==> src/hw/rtl/hsic_pkg.sv <==
// ----------------------------------------------------------------------------
// hsic_pkg
// Shared types and constants for the hexagonal spiral index to coordinate core.
// ----------------------------------------------------------------------------
package hsic_pkg;

    localparam int IDX_W        = 18;
    localparam int COORD_W      = 10;
    localparam int CALC_W       = COORD_W + 1;
    localparam int MAX_RING_DEF = 255;
    localparam int RING_STEP    = 6;

    typedef enum logic [1:0] {
        ST_IDLE,
        ST_RING,
        ST_SIDE,
        ST_DONE
    } state_t;

    typedef enum logic [2:0] {
        SIDE_E,
        SIDE_NE,
        SIDE_NW,
        SIDE_W,
        SIDE_SW,
        SIDE_SE
    } side_t;

    typedef struct packed {
        logic [IDX_W-1:0] diff;
        logic             borrow;
    } sub_res_t;

endpackage

==> src/hw/rtl/hsic_if.sv <==
// ----------------------------------------------------------------------------
// hsic_in_if / hsic_out_if
// Valid/ready channels carrying the cell index request and the coordinates.
// ----------------------------------------------------------------------------
interface hsic_in_if;
    logic                        valid;
    logic                        ready;
    logic [hsic_pkg::IDX_W-1:0]  cell_index;

    modport source (output valid, output cell_index, input ready);
    modport sink   (input valid, input cell_index, output ready);
endinterface

interface hsic_out_if;
    logic                               valid;
    logic                               ready;
    logic signed [hsic_pkg::COORD_W-1:0] pos_x;
    logic signed [hsic_pkg::COORD_W-1:0] pos_y;
    logic                               out_of_range;

    modport source (output valid, output pos_x, output pos_y, output out_of_range,
                    input ready);
    modport sink   (input valid, input pos_x, input pos_y, input out_of_range,
                    output ready);
endinterface

==> src/hw/rtl/hsic_sub_unit.sv <==
// ----------------------------------------------------------------------------
// hsic_sub_unit
// Shared subtractor: difference of two operands and the borrow out.
// ----------------------------------------------------------------------------
module hsic_sub_unit (
    input  logic [hsic_pkg::IDX_W-1:0] a,
    input  logic [hsic_pkg::IDX_W-1:0] b,
    output hsic_pkg::sub_res_t         res
);

    logic [hsic_pkg::IDX_W:0] full;

    assign full       = {1'b0, a} - {1'b0, b};
    assign res.diff   = full[hsic_pkg::IDX_W-1:0];
    assign res.borrow = full[hsic_pkg::IDX_W];

endmodule

==> src/hw/rtl/hex_spiral_index_to_coord_core.sv <==
// ----------------------------------------------------------------------------
// hex_spiral_index_to_coord_core
// Maps a spiral cell index to doubled hex coordinates with one shared
// subtractor under a small sequencer.
// ----------------------------------------------------------------------------
//  channel  dir  payload                          handshake
//  in_ch    in   cell_index[17:0]                 valid/ready
//  out_ch   out  pos_x[9:0] pos_y[9:0] out_of_range valid/ready
//
//  Sequence: the ring search subtracts 6r once a cycle from the remaining
//  index, r the ring reached (up to MAX_RING); the side search then
//  subtracts r to find the side number (0..5). Index 0 goes straight to
//  the final state; an index beyond the last ring stops the ring search at
//  MAX_RING and is flagged out of range.
//  Reset clears the sequencer and the output valid flag.
//  A new request is taken while the previous result waits in the output
//  register; a stalled output holds the sequencer in its final state.
// ----------------------------------------------------------------------------
module hex_spiral_index_to_coord_core #(
    parameter int MAX_RING = hsic_pkg::MAX_RING_DEF
) (
    input  logic         clk,
    input  logic         rst_n,
    hsic_in_if.sink      in_ch,
    hsic_out_if.source   out_ch
);

    localparam int IW     = hsic_pkg::IDX_W;
    localparam int CW     = hsic_pkg::CALC_W;
    localparam int OW     = hsic_pkg::COORD_W;
    localparam int RING_W = $clog2(MAX_RING + 1);
    localparam int STEP_W = $clog2(hsic_pkg::RING_STEP * MAX_RING + 1);

    hsic_pkg::state_t   state_reg, state_next;
    hsic_pkg::side_t    side_reg, side_next;
    logic [RING_W-1:0]  ring_reg, ring_next;
    logic [STEP_W-1:0]  step_reg, step_next;
    logic [IW-1:0]      rem_reg, rem_next;
    logic               oor_reg, oor_next;

    logic                 out_valid_reg, out_valid_next;
    logic signed [OW-1:0] pos_x_reg, pos_y_reg;
    logic                 oor_out_reg;

    logic [IW-1:0]       sub_b;
    hsic_pkg::sub_res_t  sub_res;
    logic                load_out;

    logic signed [CW-1:0] rs, ts, rs2, ts2, cx, cy;

    hsic_sub_unit u_sub (
        .a   (rem_reg),
        .b   (sub_b),
        .res (sub_res)
    );

    always_comb
    begin
        if (state_reg == hsic_pkg::ST_SIDE)
        begin
            sub_b = IW'(ring_reg);
        end
        else
        begin
            sub_b = IW'(step_reg);
        end
    end

    assign load_out    = (state_reg == hsic_pkg::ST_DONE) && (!out_valid_reg || out_ch.ready);
    assign in_ch.ready = (state_reg == hsic_pkg::ST_IDLE);

    always_comb
    begin
        state_next = state_reg;
        side_next  = side_reg;
        ring_next  = ring_reg;
        step_next  = step_reg;
        rem_next   = rem_reg;
        oor_next   = oor_reg;
        unique case (state_reg)
            hsic_pkg::ST_IDLE:
            begin
                if (in_ch.valid)
                begin
                    side_next = hsic_pkg::SIDE_E;
                    oor_next  = 1'b0;
                    ring_next = RING_W'(1);
                    step_next = STEP_W'(hsic_pkg::RING_STEP);
                    if (in_ch.cell_index == '0)
                    begin
                        // centre: zero ring gives zero coordinates
                        ring_next  = '0;
                        rem_next   = '0;
                        state_next = hsic_pkg::ST_DONE;
                    end
                    else
                    begin
                        rem_next   = in_ch.cell_index - IW'(1);
                        state_next = hsic_pkg::ST_RING;
                    end
                end
            end
            hsic_pkg::ST_RING:
            begin
                if (sub_res.borrow)
                begin
                    // remainder is now the offset within this ring
                    state_next = hsic_pkg::ST_SIDE;
                end
                else if (ring_reg == RING_W'(MAX_RING))
                begin
                    oor_next   = 1'b1;
                    ring_next  = '0;
                    rem_next   = '0;
                    state_next = hsic_pkg::ST_DONE;
                end
                else
                begin
                    rem_next  = sub_res.diff;
                    ring_next = ring_reg + RING_W'(1);
                    step_next = step_reg + STEP_W'(hsic_pkg::RING_STEP);
                end
            end
            hsic_pkg::ST_SIDE:
            begin
                if (sub_res.borrow)
                begin
                    state_next = hsic_pkg::ST_DONE;
                end
                else
                begin
                    rem_next  = sub_res.diff;
                    side_next = hsic_pkg::side_t'(side_reg + 3'd1);
                end
            end
            hsic_pkg::ST_DONE:
            begin
                if (load_out)
                begin
                    state_next = hsic_pkg::ST_IDLE;
                end
            end
            default:
            begin
                state_next = hsic_pkg::ST_IDLE;
            end
        endcase
    end

    always_ff @(posedge clk or negedge rst_n)
    begin
        if (!rst_n)
        begin
            state_reg <= hsic_pkg::ST_IDLE;
        end
        else
        begin
            state_reg <= state_next;
        end
    end

    always_ff @(posedge clk)
    begin
        side_reg <= side_next;
        ring_reg <= ring_next;
        step_reg <= step_next;
        rem_reg  <= rem_next;
        oor_reg  <= oor_next;
    end

    // corner of the side plus offset along it
    assign rs  = $signed(CW'(ring_reg));
    assign ts  = $signed(CW'(rem_reg[RING_W-1:0]));
    assign rs2 = rs <<< 1;
    assign ts2 = ts <<< 1;

    always_comb
    begin
        unique case (side_reg)
            hsic_pkg::SIDE_E:  begin cx = ts2 - rs;  cy = -rs2;      end
            hsic_pkg::SIDE_NE: begin cx = rs + ts;   cy = ts2 - rs2; end
            hsic_pkg::SIDE_NW: begin cx = rs2 - ts;  cy = ts2;       end
            hsic_pkg::SIDE_W:  begin cx = rs - ts2;  cy = rs2;       end
            hsic_pkg::SIDE_SW: begin cx = -rs - ts;  cy = rs2 - ts2; end
            hsic_pkg::SIDE_SE: begin cx = ts - rs2;  cy = -ts2;      end
            default:           begin cx = '0;        cy = '0;        end
        endcase
    end

    always_comb
    begin
        out_valid_next = out_valid_reg;
        if (load_out)
        begin
            out_valid_next = 1'b1;
        end
        else if (out_ch.ready)
        begin
            out_valid_next = 1'b0;
        end
    end

    always_ff @(posedge clk or negedge rst_n)
    begin
        if (!rst_n)
        begin
            out_valid_reg <= 1'b0;
        end
        else
        begin
            out_valid_reg <= out_valid_next;
        end
    end

    always_ff @(posedge clk)
    begin
        if (load_out)
        begin
            pos_x_reg   <= cx[OW-1:0];
            pos_y_reg   <= cy[OW-1:0];
            oor_out_reg <= oor_reg;
        end
    end

    assign out_ch.valid        = out_valid_reg;
    assign out_ch.pos_x        = pos_x_reg;
    assign out_ch.pos_y        = pos_y_reg;
    assign out_ch.out_of_range = oor_out_reg;

    a_ring_found: assert property (@(posedge clk) disable iff (!rst_n)
        (state_reg == hsic_pkg::ST_RING && sub_res.borrow) |=> state_reg == hsic_pkg::ST_SIDE)
        else $error("ring search did not hand over to side search");

    a_side_bound: assert property (@(posedge clk) disable iff (!rst_n)
        (state_reg == hsic_pkg::ST_SIDE && side_reg == hsic_pkg::SIDE_SE) |-> sub_res.borrow)
        else $error("offset exceeds the last side of the ring");

    a_side_ring: assert property (@(posedge clk) disable iff (!rst_n)
        state_reg == hsic_pkg::ST_SIDE |-> ring_reg != '0)
        else $error("side search with zero ring");

    a_oor_zero: assert property (@(posedge clk) disable iff (!rst_n)
        (out_valid_reg && oor_out_reg) |-> (pos_x_reg == '0 && pos_y_reg == '0))
        else $error("out of range result with nonzero coordinates");

    a_load_src: assert property (@(posedge clk) disable iff (!rst_n)
        $rose(out_valid_reg) |-> $past(state_reg) == hsic_pkg::ST_DONE)
        else $error("result loaded outside the final state");

endmodule

==> src/flat_wrapper.sv <==
// flat-port wrapper written by rule: the top's interface ports become plain ports
module hex_spiral_index_to_coord_core_flat 
#(
    parameter int MAX_RING = hsic_pkg::MAX_RING_DEF
)
  (clk, rst_n, in_ch_valid, in_ch_cell_index, in_ch_ready, out_ch_valid, out_ch_pos_x, out_ch_pos_y, out_ch_out_of_range, out_ch_ready);
  hsic_in_if in_ch_i ();
  hsic_out_if out_ch_i ();
  input  logic clk;
  input  logic rst_n;
  input wire logic [$bits(in_ch_i.valid)-1:0] in_ch_valid;
  input wire logic [$bits(in_ch_i.cell_index)-1:0] in_ch_cell_index;
  output wire logic [$bits(in_ch_i.ready)-1:0] in_ch_ready;
  output wire logic [$bits(out_ch_i.valid)-1:0] out_ch_valid;
  output wire logic [$bits(out_ch_i.pos_x)-1:0] out_ch_pos_x;
  output wire logic [$bits(out_ch_i.pos_y)-1:0] out_ch_pos_y;
  output wire logic [$bits(out_ch_i.out_of_range)-1:0] out_ch_out_of_range;
  input wire logic [$bits(out_ch_i.ready)-1:0] out_ch_ready;
  assign in_ch_i.valid = in_ch_valid;
  assign in_ch_i.cell_index = in_ch_cell_index;
  assign in_ch_ready = in_ch_i.ready;
  assign out_ch_valid = out_ch_i.valid;
  assign out_ch_pos_x = out_ch_i.pos_x;
  assign out_ch_pos_y = out_ch_i.pos_y;
  assign out_ch_out_of_range = out_ch_i.out_of_range;
  assign out_ch_i.ready = out_ch_ready;
  hex_spiral_index_to_coord_core #(.MAX_RING(MAX_RING)) u_core (.clk(clk), .rst_n(rst_n), .in_ch(in_ch_i), .out_ch(out_ch_i));
endmodule
==> config.mk <==
export PLATFORM = sky130hd
export DESIGN_NAME = hex_spiral_index_to_coord_core_flat
export DESIGN_NICKNAME = d
export VERILOG_FILES = /design/src/hw/rtl/hsic_pkg.sv /design/src/hw/rtl/hsic_if.sv /design/src/hw/rtl/hsic_sub_unit.sv /design/src/hw/rtl/hex_spiral_index_to_coord_core.sv /design/src/flat_wrapper.sv
export SDC_FILE = /design/constraint.sdc
export NUM_CORES = 1
export LEC_CHECK = 0
export ABC_AREA = 0
export BUFFER_PORTS_ARGS = -buffer_cell sky130_fd_sc_hd__buf_2
export CORE_ASPECT_RATIO = 1.5
export CORE_UTILIZATION = 40
export DETAILED_ROUTE_END_ITERATION = 8
export GPL_ROUTABILITY_DRIVEN = 0
export PLACE_DENSITY = 0.7
export SYNTH_ARGS = -nofsm -noshare
export SYNTH_HDL_FRONTEND = slang
export SYNTH_SLANG_ARGS = --single-unit
export TNS_END_PERCENT = 5
==> constraint.sdc <==
create_clock -name clk -period 4.5 [get_ports clk]
set_clock_uncertainty 0.15 [all_clocks]
set_input_delay 0.45 -clock clk [delete_from_list [all_inputs] [get_ports clk]]
set_output_delay 0.45 -clock clk [all_outputs]
set_load 0.01 [all_outputs]
==> run metrics, run 1 <==
status complete, but fails checks; failing checks DRC; Worst Path Buf+Inv 1; Worst-Skew Late Latency around 340 ps; Setup Buffers After CTS 0; die area 0.0188 sq mm; Synth top area share 0.247; Root Driver clkbuf_16; Max FO, Critical Path 10; adder-cell share of the synthesized area 0.186; Async S/R FF share, synth 0.0476; kind of cell adding the most delay to the critical path compound AO/OA/AOI/OAI gates; met3 GRT Util 0.0362; first drt pass iteration count 7; clock slew at reported path FFs ~50 ps; GR Util All Layers 0.242; I/O Buffers 43; diodes inserted 0; Synth Net Count 969; period utilisation layout 0.851; total gr overflow 0; CTS tree built; max FFs per register 18; EDFF count, synth 60; Netlist cell types 70; Slew @ Worst Pin 1050 ps; crit path DAT about 3700 ps; crit start category flip-flop; simple-gate share of the synthesized area 0.186; worst hold path class in2reg; Final Routed Wirelength 22.1 mm; clock sink count 63; worst stage delay on the critical path approximately 740 ps; Compound-Gate Fraction of Synth Area 0.216; starting density of the core 0.408; max-cap violations 0; Final min period approximately 3800 ps; Fin. Hold Viols 0; fmax between 200 and 300 MHz; Mapped Cells 845; global routing usage on met1 0.246; crit path kind reg2reg; warnings from Yosys 0; slowest CP cell a21oi_1; vias per cell between 6 and 7; sequential cell area fraction in the yosys report 0.258; wire per inst between 20 and 25 microns; drt drc 2; Post-Syn Area per Cell 8.62 sq um; Initial DRC Count 491; worst path cell trace inv_1 -> ha_1 -> and2_1 -> ha_1 -> fa_1 -> nor2b_1 -> o31a_1 -> o21ba_2 -> o211ai_1 -> nand3_1 -> nand2_1 -> a21oi_1; RSZ-0062 raised after global routing false; fraction of layout cells with a size suffix above 1 0.104; core area 0.0179 sq mm; first-pass GRT wire length 35.2 mm; initial antenna violation count 0; layer with the highest usage met2; cell taking the most area after synthesis edfxtp_1; Setup crit end kind flip-flop; Die W 112 microns; vias in the first global route 6812; Top Ports 45; Setup Viol. Count Final 0; std cell rows 60; DRT antenna net count 0; synth-to-layout area growth 10.6%; DP HPWL 16.9 mm; largest net degree at the start of global routing 24; Worst slew margin 0.298; fill cell count 1767; mux cell area share after synthesis 0.0153; met2 global-route usage 0.438; Synth area leaders edfxtp_1, ha_1, xnor2_1; WP data required 4320 ps; DR vias 6715; CTS buffer count 9; Final Max Slew Viols 0; largest family of logic cells by synthesized area compound AO/OA/AOI/OAI gates; Clock Path Buffers 2; Die H 167 microns; post-synth design cell area 0.00728 sq mm; flops & latches, synth 63; setup_tns 0 ps; ys flop type edfxtp_1; H-tree depth 3; Total Nets Final 1000; xor/xnor share of the synthesized area 0.0902; most common cell type on the critical path ha_1
[area by class of cell]
cell class	count	area [sq um]	area share
multi-input combinational	691	5060	0.628
sequential	63	1880	0.233
timing repair buffer	57	323	0.0401
tap	217	272	0.0337
clock buffer	11	243	0.0301
inverter	54	203	0.0252
clock inverter	5	81.3	0.0101
[repair_timing]
| action | in CTS | in global routing |
|---|---|---|
| hold buffers | 1 | 0 |
| resized for setup | 0 | 0 |
| hold endpoints to repair | 3 | 0 |
[synth_stat cells, types with 15 or more instances]
| cell type | instances |
|---|---|
| a21oi_1 | 62 |
| a31oi_1 | 15 |
| and2_1 | 18 |
| clkbuf_1 | 30 |
| edfxtp_1 | 60 |
| ha_1 | 92 |
| inv_1 | 53 |
| nand2_1 | 47 |
| nand2b_1 | 23 |
| nand3_1 | 18 |
| nor2_1 | 51 |
| nor2b_1 | 20 |
| nor3_1 | 27 |
| o21ai_0 | 51 |
| o22ai_1 | 24 |
| xnor2_1 | 48 |
| xor2_1 | 27 |
[worst min-delay path, delay by kind of cell]
kind | cells | cell delay, ps
AND/OR/NAND/NOR | 2 | 140
buffers and inverters | 2 | 110
[kinds of logic after synthesis]
kind of cell | count (synthesis)
AO/OA/AOI/OAI | 244
XOR/XNOR | 75
adder cells (fa/ha/maj) | 102
buffers and inverters | 91
flip-flops | 63
multiplexers | 11
other | 1
AND/OR/NAND/NOR | 258
[worst paths after layout]
check	to	slack (ps)	from	depth (start not counted)
max in group asynchronous	u_core.out_ch.valid	3800	rst_n	2
min in group asynchronous	u_core.state_reg[0]	280	rst_n	2
worst min-delay path	u_core.out_ch.valid	260	out_ch_ready	4
worst min register to register	u_core.out_ch.out_of_range	280	u_core.oor_reg	0
worst max register to register	u_core.step_reg[10]	670	u_core.state_reg[0]	12
worst max-delay path	u_core.step_reg[10]	670	u_core.state_reg[0]	12
[cell usage in the layout, fill, tap and decap left out, types with 10 or more instances in the layout]
cell type  count
o22ai_1       24
inv_1         53
nand3_1       18
buf_4         13
fa_1          10
xnor2_1       48
nand2_1       47
nor3_1        27
mux2i_1       10
xor2_1        27
and2_1        18
nand2b_1      23
or3_1         10
ha_1          92
a21oi_1       62
o21ai_0       51
a31oi_1       15
and3_1        10
nor2_1        51
edfxtp_1      60
nor2b_1       20
buf_2         43
[metrics by stage]
stage	util	area, sq um	hold WS [ps]	setup WS, ps	cells
finish	0.451	8050	262	672	1098
global route	0.451	8050	296	428	1098
CTS	0.451	8050	257	645	1098
detailed placement	0.432	7720	104	658	1081
global placement	0.432	7720	105	744	1081
floorplan	-	7280	4.41	291	845
[per-layer routing]
layer	vias up	routed length, microns	part of all wire
met2	300	11100	0.50
met4	0	1980	0.089
met3	117	1250	0.056
li1	3145	-	-
met1	3153	7780	0.35
met5	-	0	0
Power of run 1 is not shown: default switching activity piles up to over one toggle a cycle in this logic, so the estimate is an artifact.
==> run 2: changes to the inputs <==
--- a/config.mk
+++ b/config.mk
@@ -8,10 +8,10 @@
 export ABC_AREA = 0
 export BUFFER_PORTS_ARGS = -buffer_cell sky130_fd_sc_hd__buf_2
 export CORE_ASPECT_RATIO = 1.5
-export CORE_UTILIZATION = 40
+export CORE_UTILIZATION = 28
 export DETAILED_ROUTE_END_ITERATION = 8
 export GPL_ROUTABILITY_DRIVEN = 0
-export PLACE_DENSITY = 0.7
+export PLACE_DENSITY = 0.55
 export SYNTH_ARGS = -nofsm -noshare
 export SYNTH_HDL_FRONTEND = slang
 export SYNTH_SLANG_ARGS = --single-unit
==> run 2 against run 1 <==
Against the previous run:
- the run now ends clean
- register-to-register slack got worse by 20 ps
- via count is 3.2% lower
- global-route usage fell by 6.4 points
- sequential cell count unchanged
- non-clock buffer count grew 5
- fmax is 0.55% lower
- worst hold slack lost 22 ps
- worst setup slack lost 21 ps
- critical path depth unchanged
- routed wire length increased by 6.2%
- count of clock-buffer cells in the layout grew 2
- die area rose by 42%
==> run metrics, run 2 (synthesis results as in run 1) <==
largest net degree at the start of global routing 24 (unchanged); Fin. Hold Viols 0 (unchanged); clock slew at reported path FFs 50 ps (about the same); std cell rows 71 (+18%); # hold bufs at CTS 1 (unchanged); register-to-register setup slack 650 ps (-20 ps); crit path kind reg2reg; FF-to-FF path depth 12 (unchanged); synth-to-layout area growth 13.2%; Max FO, Critical Path 10 (unchanged); die area 0.0267 sq mm (+42%); fraction of layout cells with a size suffix above 1 0.107 (+0.00280); WP data required 4310 ps (about the same); Die W 134 microns (+19%); setup_tns 0 ps (unchanged); Top Ports 45 (unchanged); vias in the first global route 6590 (-3.3%); period utilisation layout 0.855 (+0.00468); initial antenna violation count 0 (unchanged); diodes inserted 0 (unchanged); Setup Viol. Count Final 0 (unchanged); FF-to-FF Start u_core.state_reg[0]; Initial DRC Count 299 (-39%); total gr overflow 0 (unchanged); Setup crit end kind flip-flop; Worst Hold Depth 4 (unchanged); R2R Path End u_core.step_reg[5]; crit path DAT 3660 ps (about the same); CTS tree built; H-tree depth 3 (unchanged); Setup Buffers After CTS 0 (unchanged); Root Driver clkbuf_16; Final Max Slew Viols 0 (unchanged); Clock Path Buffers 2 (unchanged); RSZ-0062 raised after global routing false; DRT antenna net count 0 (unchanged); Worst-Skew Late Latency 350 ps (about the same); vias per cell 5.35 (-12%); Die H 200 microns (+19%); I/O Buffers 43 (unchanged); core area 0.0253 sq mm (+42%); Slew @ Worst Pin 946 ps (-107 ps); crit path from u_core.state_reg[0]; first drt pass iteration count 5 (-2); worst hold path class in2reg; wire per inst 19.4 microns (-3.9%); DP HPWL 18.0 mm (+7.0%); drt drc 0 (-2); CTS buffer count 9 (unchanged); first-pass GRT wire length 35.8 mm (+1.8%); max-cap violations 0 (unchanged); fmax 260 MHz (-0.55%); Worst Hold Path EP u_core.out_ch.valid; # resized after CTS 0 (unchanged); GR Util All Layers 0.179 (-0.0638); Worst slew margin 0.369 (+0.0715); clock sink count 63 (unchanged); Final Routed Wirelength 23.5 mm (+6.2%); fill cell count 2677 (+51%); crit start category flip-flop; Total Nets Final 1005 (+0.50%); max FFs per register 18 (unchanged); Final min period 3850 ps (+21.1 ps); HP Start out_ch_ready; status finished clean; starting density of the core 0.288 (-0.120); commonest non-fill, non-tap cell in the layout ha_1; leading cell types in the layout, fill and taps excluded ha_1, a21oi_1, edfxtp_1; DR vias 6499 (-3.2%)
[run 2: through the flow]
stage | cell area, sq um | worst slack, ps | hold slack, ps | std cells | utilization
after floorplan | 7280 | 291 | 4.41 | 845 | -
after global placement | 7900 | 719 | 105 | 1197 | 0.312
after detailed placement | 7900 | 603 | 102 | 1197 | 0.312
after CTS | 8250 | 620 | 234 | 1214 | 0.326
after global routing | 8250 | 368 | 274 | 1214 | 0.326
final | 8250 | 650 | 239 | 1214 | 0.326
[run 2: layout make-up]
class                   instances  area (sq um)  share of cell area
flip-flops and latches         63          1880               0.228
multi-input cells             691          5060               0.613
repair buffers                 62           360              0.0437
clock buffers                  13           250              0.0303
clock inverters                 3          90.1              0.0109
inverters                      54           203              0.0246
well taps                     328           410              0.0498
[run 2: routing by layer]
layer  track usage  up-vias  part of all wire
li1              -     3162                 -
met1         0.179     3126              0.39
met2         0.346      147              0.54
met3        0.0274       64             0.028
met4         0.101        0             0.049
met5             0        -                 0
[run 2: critical path, stage by stage, from the launching register on]
cell and delay [ps]:
dfrtp_1 450, inv_1 110, ha_1 300, and2_1 170
ha_1 200, fa_1 400, nor2b_1 180, o31a_1 180
o21ba_2 160, o211ai_1 150, nand3_1 190, nand2_1 70
a21oi_1 750
[run 2: worst max-delay path by stage]
stage                          to  slack (ps)  cells past startpoint
2_1_floorplan   u_core.rem_reg[0]         290                     11
3_3_place_gp   u_core.step_reg[5]         720                     12
3_5_place_dp   u_core.step_reg[5]         600                     12
4_1_cts        u_core.step_reg[5]         620                     12
5_1_grt        u_core.step_reg[4]         370                     12
6_report       u_core.step_reg[5]         650                     12
Power of run 2 is left out for the same reason.
